`src/design/upn_pkg.sv`:
```
`timescale 1ns / 1ps
// Shared types and constants for the path normalizer core.
// Used by upn_ctrl, upn_dp and unix_path_normalizer_core; no dependencies.
package upn_pkg;

	localparam int MAX_LEN_DEF = 4096;

	localparam int S_DATA_W = 24;
	localparam int M_DATA_W = 24;
	localparam int CHAR_W   = 8;
	localparam int IDX_W    = 12;
	localparam int LEN_W    = 13;

	localparam logic [CHAR_W-1:0] SLASH = 8'h2F;
	localparam logic [CHAR_W-1:0] DOT   = 8'h2E;

	localparam logic ANSWER_STATUS = 1'b0;
	localparam logic ANSWER_READ   = 1'b1;
	localparam logic KIND_CHAR     = 1'b0;

	typedef enum logic [3:0] {
		ST_IDLE,
		ST_DECODE,
		ST_DOT1,
		ST_DOT2,
		ST_CHAR,
		ST_SCAN_RD,
		ST_SCAN_CHK,
		ST_FINAL,
		ST_READ
	} state_t;

	typedef enum logic [3:0] {
		CMD_NONE,
		CMD_CAPTURE,
		CMD_START,
		CMD_CLRLAC,
		CMD_DOT,
		CMD_OPEN,
		CMD_PUT_DOT,
		CMD_PUT_CHAR,
		CMD_DROP_BEGIN,
		CMD_SCAN_RD,
		CMD_SCAN_HIT,
		CMD_RD_ISSUE,
		CMD_LOAD_READ,
		CMD_LOAD_STATUS
	} cmd_t;

	typedef struct packed {
		logic       kind;
		logic       is_slash;
		logic       is_dot;
		logic       is_final;
		logic       first_seen;
		logic       err;
		logic [1:0] lac;
		logic       scan_more;
		logic       rd_slash;
		logic       out_free;
	} status_t;

endpackage

```
`src/design/upn_ctrl.sv`:
```
`timescale 1ns / 1ps
// Sequencing state machine of the path normalizer core.
// Depends on upn_pkg; drives commands into upn_dp and reads its status.
module upn_ctrl (
	input  logic            clk,
	input  logic            arst_n,
	input  logic            s_tvalid,
	output logic            s_tready,
	input  upn_pkg::status_t st,
	output upn_pkg::cmd_t    cmd
);
	import upn_pkg::*;

	state_t state_q;
	state_t state_d;

	always_ff @(posedge clk or negedge arst_n) begin
		if (!arst_n) begin
			state_q <= ST_IDLE;
		end else begin
			state_q <= state_d;
		end
	end

	always_comb begin
		state_d  = state_q;
		cmd      = CMD_NONE;
		s_tready = 1'b0;
		case (state_q)
			ST_IDLE: begin
				s_tready = 1'b1;
				if (s_tvalid) begin
					cmd     = CMD_CAPTURE;
					state_d = ST_DECODE;
				end
			end
			ST_DECODE: begin
				if (st.kind != KIND_CHAR) begin
					cmd     = CMD_RD_ISSUE;
					state_d = ST_READ;
				end else if (!st.first_seen) begin
					cmd     = CMD_START;
					state_d = ST_FINAL;
				end else if (st.err) begin
					state_d = ST_FINAL;
				end else if (st.is_slash) begin
					if (st.lac == 2'd2) begin
						cmd     = CMD_DROP_BEGIN;
						state_d = ST_SCAN_RD;
					end else begin
						cmd     = CMD_CLRLAC;
						state_d = ST_FINAL;
					end
				end else if (st.lac < 2'd2 && st.is_dot) begin
					cmd     = CMD_DOT;
					state_d = ST_FINAL;
				end else if (st.lac != 2'd3) begin
					cmd     = CMD_OPEN;
					state_d = (st.lac == 2'd0) ? ST_CHAR : ST_DOT1;
				end else begin
					cmd     = CMD_PUT_CHAR;
					state_d = ST_FINAL;
				end
			end
			ST_DOT1: begin
				cmd     = CMD_PUT_DOT;
				state_d = (st.lac == 2'd2) ? ST_DOT2 : ST_CHAR;
			end
			ST_DOT2: begin
				cmd     = CMD_PUT_DOT;
				state_d = ST_CHAR;
			end
			ST_CHAR: begin
				cmd     = CMD_PUT_CHAR;
				state_d = ST_FINAL;
			end
			ST_SCAN_RD: begin
				if (st.scan_more) begin
					cmd     = CMD_SCAN_RD;
					state_d = ST_SCAN_CHK;
				end else begin
					state_d = ST_FINAL;
				end
			end
			ST_SCAN_CHK: begin
				if (st.rd_slash) begin
					cmd     = CMD_SCAN_HIT;
					state_d = ST_FINAL;
				end else begin
					state_d = ST_SCAN_RD;
				end
			end
			ST_FINAL: begin
				if (!st.is_final) begin
					state_d = ST_IDLE;
				end else if (!st.err && st.lac == 2'd2) begin
					cmd     = CMD_DROP_BEGIN;
					state_d = ST_SCAN_RD;
				end else if (st.out_free) begin
					cmd     = CMD_LOAD_STATUS;
					state_d = ST_IDLE;
				end
			end
			ST_READ: begin
				if (st.out_free) begin
					cmd     = CMD_LOAD_READ;
					state_d = ST_IDLE;
				end
			end
			default: begin
				state_d = ST_IDLE;
			end
		endcase
	end

endmodule

```
`config.mk`:
```
export PLATFORM = sky130hd
export DESIGN_NAME = upn_ctrl
export DESIGN_NICKNAME = d
export VERILOG_FILES = /design/src/design/upn_pkg.sv /design/src/design/upn_ctrl.sv
export SDC_FILE = /design/constraint.sdc
export NUM_CORES = 1
export LEC_CHECK = 0
export BUFFER_PORTS_ARGS = -buffer_cell sky130_fd_sc_hd__buf_4
export CORE_AREA = 2 2 39 41
export CTS_CLUSTER_DIAMETER = 80
export DETAILED_ROUTE_END_ITERATION = 7
export DIE_AREA = 0 0 41 43
export PLACE_DENSITY = 0.77
export SETUP_SLACK_MARGIN = 0.3
export SYNTH_ARGS = -nofsm -noshare
export SYNTH_HDL_FRONTEND = slang
export SYNTH_SLANG_ARGS = --single-unit
```
`constraint.sdc`:
```
create_clock -name clk -period 2.3 [get_ports clk]
set_clock_uncertainty 0.1 [all_clocks]
set_input_delay 0.23 -clock clk [delete_from_list [all_inputs] [get_ports clk]]
set_output_delay 0.23 -clock clk [all_outputs]
set_load 0.005 [all_outputs]
```
==> results of run 1 <==
==> power by group through the flow <==
stage / Sequential [mW] / Clock (mW) / Combinational, mW
after floorplan: 0.126 / 0 / 0.421
after global placement: 0.234 / 0 / 0.455
after detailed placement: 0.237 / 0 / 0.460
after CTS: 0.241 / 0.0894 / 0.463
after global routing: 0.221 / 0.0938 / 0.692
final: 0.213 / 0.0894 / 0.627
==> metal layers <==
metal / share of wire [%] / routed length [um] / global-route usage, % / vias up
li1: - / - / - / 362
met1: 43 / 724 / 28.5 / 335
met2: 51 / 858 / 30.0 / 33
met3: 6.5 / 110 / 5.24 / 0
met4: 0 / 0 / 8.67 / 0
met5: 0 / 0 / 0 / -
==> worst max-delay path, cell delays in order, from the launching register on <==
cell and delay, ns:
dfrtp_2 0.45, and2b_1 0.26, and4_2 0.29, nand3_1 0.12, o211ai_1 0.11, buf_4 0.13
==> cell type report <==
type | instances | area share (%)
Multi-Input combinational cell | 67 | 53.7
Sequential cell | 4 | 12.2
Tap cell | 16 | 2.33
Timing Repair Buffer | 30 | 26.5
Clock buffer | 3 | 2.62
Inverter | 6 | 2.62
==> layout by cell type, fill, tap and decap left out, types with 2 or more instances in the layout <==
| master | synthesis | layout |
|---|---|---|
| a21o_1 | 2 | 2 |
| a21oi_1 | 3 | 3 |
| a31oi_1 | 2 | 2 |
| buf_4 | 0 | 29 |
| clkbuf_4 | 0 | 3 |
| dfrtp_2 | 0 | 4 |
| ha_1 | 3 | 3 |
| inv_1 | 6 | 6 |
| mux2_2 | 2 | 2 |
| nand2_1 | 7 | 7 |
| nand2b_1 | 4 | 4 |
| nand3_1 | 6 | 6 |
| nor2_1 | 5 | 5 |
| nor2b_1 | 3 | 3 |
| nor4_1 | 2 | 2 |
| o211ai_1 | 3 | 3 |
| o21ai_0 | 7 | 7 |
| o221ai_1 | 2 | 2 |
==> through the flow <==
| stage | cells | hold slack, ns | total power [mW] | setup slack [ns] | instance area (um^2) |
|---|---|---|---|---|---|
| after detailed placement | 111 | -0.0733 | 0.697 | 0.454 | 738 |
| after CTS | 115 | 0.181 | 0.793 | 0.303 | 774 |
| after global routing | 126 | 0.204 | 1.01 | 0.304 | 860 |
| final | 126 | 0.179 | 0.929 | 0.377 | 860 |
| after floorplan | 83 | -0.166 | 0.547 | 0.888 | 613 |
| after global placement | 111 | -0.0743 | 0.689 | 0.478 | 738 |
==> logic make-up after synthesis <==
group	synth area share, %
DFF	16.3
AOI/OAI and AO/OA	29.6
buffers and inverters	8.57
and+or+nand+nor	34.1
muxes	5.31
adders and majority gates	6.12
==> timing repair <==
item                                    CTS  global route
buffers inserted                          0            11
pin swaps                                 0             0
resized for setup                         3             2
hold buffers                              1             0
hold endpoints to repair                  4             0
endpoints found under the setup margin    3             3
==> worst min path at each step <==
stage	cells past startpoint	slack [ns]	endpoint
2_1_floorplan	0	-0.17	state_q[0]
3_3_place_gp	1	-0.07	state_q[3]
3_5_place_dp	1	-0.07	state_q[3]
4_1_cts	2	0.18	state_q[3]
5_1_grt	2	0.20	state_q[3]
6_report	2	0.18	state_q[3]
==> flow_summary.yaml, run 1 <==
status:
  status: "finished clean"
detailed_routing:
  drtIter0Drc: 24
  routed_wl_um: 1690
  firstDrtPassIters: 6
  vias_per_cell: 5.79
  post_drt_wl_per_cell_um: 13.4
  drc: 0
  vias: 730
  drtAntennaViolNets: 0
worst_setup_path:
  crit_arrival_ns: 1.59
  cp.required_ns: 1.97
  path_max_fanout: 6
  r2r-start: "state_q[2]"
  r2r_slack_ns: 0.76
  reg2reg_depth: 4
  cp-startpoint: "state_q[3]"
  worstSetupEndpoint: "cmd[0]"
  critPathLaunchType: "flop"
  worstSetupPathType: "reg2out"
  r2r-end: "state_q[0]"
  endpoint_kind: "output port"
floorplan:
  row_count: 14
  die_h_um: 43
  num_io_pins: 19
  die-area_mm2: 0.00176
  initial_core_util_pct: 44.3
  coreArea_mm2: 0.00138
  die_w_um: 41
synthesis:
  syn_avg_cell_area_um2: 7.39
  syn_nets: 100
  ys.flop_type: "dfrtp_1"
  yosysSeqAreaShare_pct: 16.3
  synth_seq_cells: 4
  yosysWarnings: 0
  yosys-top-cells-count: "nand2_1, o21ai_0, inv_1, nand3_1"
  yosys.cell_types.count: 34
  async_flop_share_pct: 100
  syn_area_um2: 613
  yosysTopAreaCellShare_pct: 16.3
  synth.largest_area_cell: "dfrtp_1"
  synth_edf_count: 0
  synthCells: 83
  ys_top_cells_by_area: "dfrtp_1, ha_1, o21ai_0, nand3_1, nand2_1"
min_path:
  hp-start: "st[10]"
  hold_class: "in2reg"
power_and_ir_drop:
  p_int_mw: 0.543
  p_comb_share_pct: 67.5
  clock_power_share_pct: 9.6
  seq_power_share_pct: 22.9
  leakage_nw: 0.382
  p_sw_share_pct: 41.5
  netSwitchingPower_mw: 0.386
  power_density_mw_per_mm2: 1080
  ir_drop_mv: 0.358
sta:
  finalCritPeriodShare_pct: 83.6
  slew_viol_final: 0
  setup_tns_ns: 0
  rsz0062_at_grt: "no"
  setup_violations: 0
  worstMarginPinSlew_ns: 0.399
  max-slew-margin-rel_pct: 73.2
  max_freq_mhz: 520
  min_period_ns: 1.92
  hold_viol: 0
clock_tree:
  clock-sinks: 4
  clkLatencyLatePin_ns: 0.24
  clk_pin_slew_worst_paths_ns: 0.03
  htreeDepth: 1
  cts_buffer_depth: 2
  cts_tree: "yes"
  cts_root_buf: "clkbuf_4"
  cts_buffers: 3
grt:
  grt_usage_pct: 20.9
  antenna_found_initial: 0
  grt-ovfl-total: 0
  grt_max_degree: 19
  grt_pass1_wl_um: 2550
  grt_pass1_vias: 588
layout:
  final_util_pct: 62.1
  reg_top3: "state_q (4)"
  antenna_cells: 0
  top_register: "state_q"
  multi_input_area_um2: 462
  nNetsFinal: 129
  nFillCells: 128
  syn2layout_area_growth_pct: 40.2
  regArea_um2: 105
  final_layout_size_suffix_gt1_share_pct: 38.2
  largest_reg_flops: 4
placement:
  gp_congestion: 0.836
  portBuffers: 18
flow_run:
  maxCapViolCount: 0
Power figures use the tool's default switching activity.
==> run 2, diff against run 1 <==
Settings changed: ABC_AREA from default to 1, PLACE_DENSITY 0.77 to 0.75.
Clock period 2.3 ns to 2.01 ns, I/O delays scaled along.
==> run 2 against run 1 <==
Cell count grew 13%. Wire length shrank 3.1%. Non-clock buffer count shrank 7. Core utilization shrank 2.1 points. Highest routed layer is now met4.
==> flow_summary.yaml, run 2 <==
status:
  status: "finished clean"
power_and_ir_drop:
  clock_power_share_pct: 10.1
  finalPower_mw: 1.03
  leakage_nw: 0.470
  p_comb_share_pct: 69.9
  ir_drop_mv: 0.419
  p_sw_share_pct: 48.9
  power_density_mw_per_mm2: 1240
  seq_power_share_pct: 20.0
  netSwitchingPower_mw: 0.503
  p_int_mw: 0.527
layout:
  nFillCells: 140
  top_register: "state_q"
  antenna_cells: 0
  final_cell_mix: "buf_4, nand2_1, inv_1, nor2_1, o21ai_0"
  final_layout_size_suffix_gt1_share_pct: 34.1
  largest_reg_flops: 4
  reg_top3: "state_q (4)"
  final_util_pct: 60.0
  final_common_cell: "buf_4"
  syn2layout_area_growth_pct: 42.5
  nNetsFinal: 145
synthesis:
  synth.largest_area_cell: "dfrtp_1"
  synth.most_common_cell: "nand2_1"
  synth_seq_cells: 4
  yosysTopAreaCellShare_pct: 17.2
  async_flop_share_pct: 100
  syn_avg_cell_area_um2: 5.77
  yosys-top-cells-count: "nand2_1, inv_1, nor2_1"
  yosysSeqAreaShare_pct: 17.2
  ys.flop_type: "dfrtp_1"
  syn_area_um2: 583
  synthCells: 101
  syn_nets: 118
  yosysWarnings: 0
  synth_edf_count: 0
  yosys.cell_types.count: 17
  ys_top_cells_by_area: "dfrtp_1, nand2_1, inv_1, nand3_1, o21ai_0"
detailed_routing:
  top_layer: "met4"
  drc: 0
  met3WireLength_um: 52
  post_drt_wl_per_cell_um: 11.5
  vias: 731
  drtAntennaViolNets: 0
  drtIter0Drc: 21
  firstDrtPassIters: 4
  routed_wl_um: 1640
  wl_met1_um: 688
  dr_wl_met2_um: 876
  vias_per_cell: 5.15
clock_tree:
  cts_buffers: 3
  clkLatencyLatePin_ns: 0.24
  clock-sinks: 4
  htreeDepth: 1
  cts_root_buf: "clkbuf_4"
  cts_tree: "yes"
  clk_pin_slew_worst_paths_ns: 0.04
  cts_buffer_depth: 2
floorplan:
  initial_core_util_pct: 42.1
  num_io_pins: 19
  coreArea_mm2: 0.00138
  die-area_mm2: 0.00176
  die_w_um: 41
  row_count: 14
  die_h_um: 43
grt:
  grt_pass1_vias: 633
  grt_pass1_wl_um: 2470
  grt_usage_pct: 20.9
  antenna_found_initial: 0
  grt_max_degree: 10
  grt-ovfl-total: 0
placement:
  gp_congestion: 0.805
  place_ws_ns: 0.490
  dp_hpwl_um: 1260
  portBuffers: 18
worst_setup_path:
  critPathTopFamily: "flip-flops"
  r2r-end: "state_q[0]"
  reg2reg_depth: 6
  path_max_fanout: 6
  crit_arrival_ns: 1.40
  path_cells: "nor2_4 -> inv_1 -> o21ai_0 -> nor2_1 -> nand3_1 -> buf_4"
  worstSetupPathType: "reg2out"
  r2r-start: "state_q[1]"
  r2r_slack_ns: 0.70
  endpoint_kind: "output port"
  crit_slowest_cell: "dfrtp_2"
  cpPeakStageDelay_ns: 0.47
  cp_num_buf_inv: 2
  cp.required_ns: 1.71
  critPathLaunchType: "flop"
sta:
  rsz0062_at_grt: "yes"
  max-slew-margin-rel_pct: 82.3
  layout_setup_ws_ns: 0.306
  max_freq_mhz: 587
  worstMarginPinSlew_ns: 0.266
  hold_viol: 0
  slew_viol_final: 0
  hold_slack_ns: 0.138
  min_period_ns: 1.70
  setup_violations: 0
  finalCritPeriodShare_pct: 84.8
  setup_tns_ns: 0
min_path:
  holdPathEnd: "state_q[0]"
  hold_class: "in2reg"
  hp-start: "s_tvalid"
  hold_depth: 3
flow_run:
  maxCapViolCount: 0
[run 2: cell count changes after synthesis, moves of 4 or more]
| cell | before | now |
|---|---|---|
| nand4_1 | 0 | 4 |
| nand2_1 | 7 | 21 |
| inv_1 | 6 | 17 |
| nor2_1 | 5 | 14 |
| o21ai_0 | 7 | 12 |
| nand2b_1 | 4 | 0 |
| buf_2 | 5 | 0 |
| nand3_1 | 6 | 12 |
[run 2: worst reg2reg max path: stages, from the launching register on]
cell	delay, ns
dfrtp_2	0.47
dlymetal6s2s_1	0.20
o21ai_0	0.16
nand2_1	0.07
nand3_1	0.08
nor2_1	0.05
nor2_1	0.09
[run 2: worst max path at each step]
| stage | depth (start not counted) | start | slack, ns | end |
|---|---|---|---|---|
| finish | 6 | state_q[1] | 0.31 | cmd[0] |
| global route | 7 | state_q[3] | 0.21 | cmd[0] |
| CTS | 6 | state_q[1] | 0.30 | cmd[2] |
| detailed placement | 6 | state_q[1] | 0.49 | cmd[2] |
| global placement | 8 | state_q[3] | 0.51 | cmd[0] |
| floorplan | 6 | state_q[1] | 0.72 | cmd[2] |
[run 2: cells by family after synthesis]
logic type,share of synthesized area (%)
flip-flops,17.2
AO/OA/AOI/OAI,12.4
adder cells (fa/ha/maj),6.44
buffers and inverters,13.5
AND/OR/NAND/NOR,50.4
[run 2: metrics by stage]
stage / instances / instance area, um^2
floorplan: 101 / 583
global placement: 134 / 731
detailed placement: 134 / 731
CTS: 138 / 771
global route: 142 / 831
finish: 142 / 831
[run 2: per-layer routing]
metal | vias up | global-route usage [%]
li1 | 372 | -
met1 | 338 | 23.9
met2 | 18 | 34.4
met3 | 3 | 3.14
met4 | 0 | 12.0
met5 | - | 0
[run 2: cell type report]
type | instances | area (um^2) | share of cell area, %
Multi-Input combinational cell | 77 | 432 | 52.0
Timing Repair Buffer | 23 | 180 | 21.7
Sequential cell | 4 | 105 | 12.7
Inverter | 19 | 71.3 | 8.58
Clock buffer | 3 | 22.5 | 2.71
Tap cell | 16 | 20.0 | 2.41
[run 2: power groups by stage]
stage,clock network (mW),logic [mW],registers (mW)
2_1_floorplan,0,0.428,0.152
3_3_place_gp,0,0.600,0.181
3_5_place_dp,0,0.610,0.186
4_1_cts,0.104,0.621,0.196
5_1_grt,0.107,0.796,0.207
6_report,0.104,0.720,0.206
[run 2: repair_timing]
item | in CTS | in global routing
endpoints found under the setup margin | 3 | 4
pin swaps | 0 | 6
gates resized for setup | 3 | 9
endpoints found under the hold margin | 4 | 0
hold buffers | 1 | 0
buffers inserted | 0 | 4
==> run 3, diff against run 2 <==
Clock period 2.01 ns to 1.6 ns, I/O delays scaled along.
==> run 3 against run 2 <==
The flow now finishes with violations (setup timing). Register-to-register slack got worse by 0.48 ns. Count of clock-buffer cells in the layout did not move. Core utilization is 1.8 points higher. Combinational power increased by 42%. Flip-flop and latch count is the same. Via count rose by 4.8%. Sequential power grew 25%. Wire length up 4.9%. Non-clock buffer count is 4 higher. Design area rose by 3.0%. Sequential share of layout area is 0.37 points lower. Clock power increased by 19%. Highest routed layer unchanged.
==> flow_summary.yaml, run 3 (same netlist as run 2, synthesis figures left out) <==
layout:
  final_cell_mix: "buf_4, nand2_1, inv_1, nor2_1, nand3_1"
  final_layout_size_suffix_gt1_share_pct: 37.7
  top_register: "state_q"
  largest_reg_flops: 4
  nNetsFinal: 149
  antenna_cells: 0
  final_common_cell: "buf_4"
  syn2layout_area_growth_pct: 46.8
  reg_top3: "state_q (4)"
  instances_no_fill: 146
placement:
  gp_congestion: 0.802
  dp.cells: 134
  dp_hpwl_um: 1290
  place_ws_ns: 0.131
  portBuffers: 18
clock_tree:
  htreeDepth: 1
  clkLatencyLatePin_ns: 0.24
  cts_buffers: 3
  cts_tree: "yes"
  clk_pin_slew_worst_paths_ns: 0.04
  clock-sinks: 4
  cts_root_buf: "clkbuf_4"
  cts_buffer_depth: 2
detailed_routing:
  drc: 0
  drtIter0Drc: 21
  post_drt_wl_per_cell_um: 11.8
  firstDrtPassIters: 4
  drtAntennaViolNets: 0
  vias: 766
  routed_wl_um: 1720
  vias_per_cell: 5.25
worst_setup_path:
  crit_slowest_cell: "dfrtp_2"
  cp.required_ns: 1.34
  critPathLaunchType: "flop"
  path_common_cell: "buf_4"
  worstSetupPathType: "reg2out"
  r2r_slack_ns: 0.22
  r2r-end: "state_q[0]"
  path_cells: "nor2_4 -> buf_4 -> a22oi_1 -> nand4_1 -> buf_4"
  endpoint_kind: "output port"
  path_max_fanout: 6
  reg2reg_depth: 7
  crit_arrival_ns: 1.41
  cpPeakStageDelay_ns: 0.42
  r2r-start: "state_q[2]"
sta:
  max_freq_mhz: 599
  layout_setup_ws_ns: -0.0691
  max-slew-margin-rel_pct: 82.6
  setup_tns_ns: -0.161
  worstMarginPinSlew_ns: 0.260
  finalCritPeriodShare_pct: 104
  hold_viol: 0
  min_period_ns: 1.67
  rsz0062_at_grt: "yes"
  slew_viol_final: 0
  setup_violations: 3
floorplan:
  initial_core_util_pct: 42.1
  row_count: 14
  die_h_um: 43
  die_w_um: 41
  coreArea_mm2: 0.00138
  die-area_mm2: 0.00176
  num_io_pins: 19
grt:
  grt-ovfl-total: 0
  antenna_found_initial: 0
  grt_max_degree: 8
  grt_pass1_wl_um: 2610
  grt_pass1_vias: 660
  grt_usage_pct: 22.0
min_path:
  hp-start: "s_tvalid"
  hold_depth: 3
  hold_class: "in2reg"
  holdPathEnd: "state_q[0]"
status:
  status: "complete, but fails checks"
  violations: "setup timing"
power_and_ir_drop:
  ir_drop_mv: 0.630
  leakage_nw: 0.471
  power_density_mw_per_mm2: 1640
  finalPower_mw: 1.40
flow_run:
  maxCapViolCount: 0
run 3: cell types whose count changed in the layout (fill, tap and decap cells not counted), sizes merged:
cell,before,now
dlymetal6s2s,1,0
buf,21,26
run 3: worst max-delay path by stage:
stage | from | to | slack [ns] | cells after the start
3_3_place_gp | state_q[3] | cmd[0] | 0.14 | 8
3_5_place_dp | state_q[3] | cmd[0] | 0.13 | 8
5_1_grt | state_q[3] | cmd[3] | -0.1 | 8
4_1_cts | state_q[3] | cmd[0] | -0.05 | 8
2_1_floorplan | state_q[1] | cmd[2] | 0.35 | 6
6_report | state_q[2] | cmd[2] | -0.07 | 5
run 3: metal layers:
layer / vias up / track usage (%) / share of wire, %
met5: - / 0 / 0
met1: 359 / 21.8 / 40
met4: 0 / 14.0 / 1.9
met3: 5 / 4.71 / 2.3
met2: 22 / 37.8 / 55
li1: 380 / - / -
run 3: critical path: cells and delay by family (launching register included):
family | cells | cell delay (ns)
compound gates | 1 | 0.25
simple gates | 2 | 0.21
flops | 1 | 0.42
buf+inv | 2 | 0.29
run 3: through the flow:
step                      area, um^2  util (%)  hold WS, ns
after detailed placement         731      52.8       -0.142
after floorplan                  583         -       -0.236
final                            856      61.8        0.102
after global routing             856      61.8        0.104
after CTS                        795      57.4        0.107
after global placement           731      52.8       -0.142
run 3: area by class of cell:
type                    count  area [um^2]
repair buffers             27          205
well taps                  16         20.0
clock buffers               3         22.5
inverters                  19         76.3
multi-input cells          77          427
flip-flops and latches      4          105
fillers                   148          528
run 3: timing repair:
action                                  in CTS  in global routing
buffers inserted                             3                  5
pin swaps                                    5                 10
endpoints found under the setup margin       6                  7
hold buffers                                 1                  0
gates resized for setup                      5                 14
hold endpoints to repair                     4                  0
cloned                                       0                  0
run 3: where the power goes:
part | leakage (nW) | switching, mW | internal, mW | total (mW)
clock network | 0.0138 | 0.0399 | 0.0837 | 0.124
logic | 0.413 | 0.531 | 0.489 | 1.02
registers | 0.0446 | 0.0991 | 0.159 | 0.258
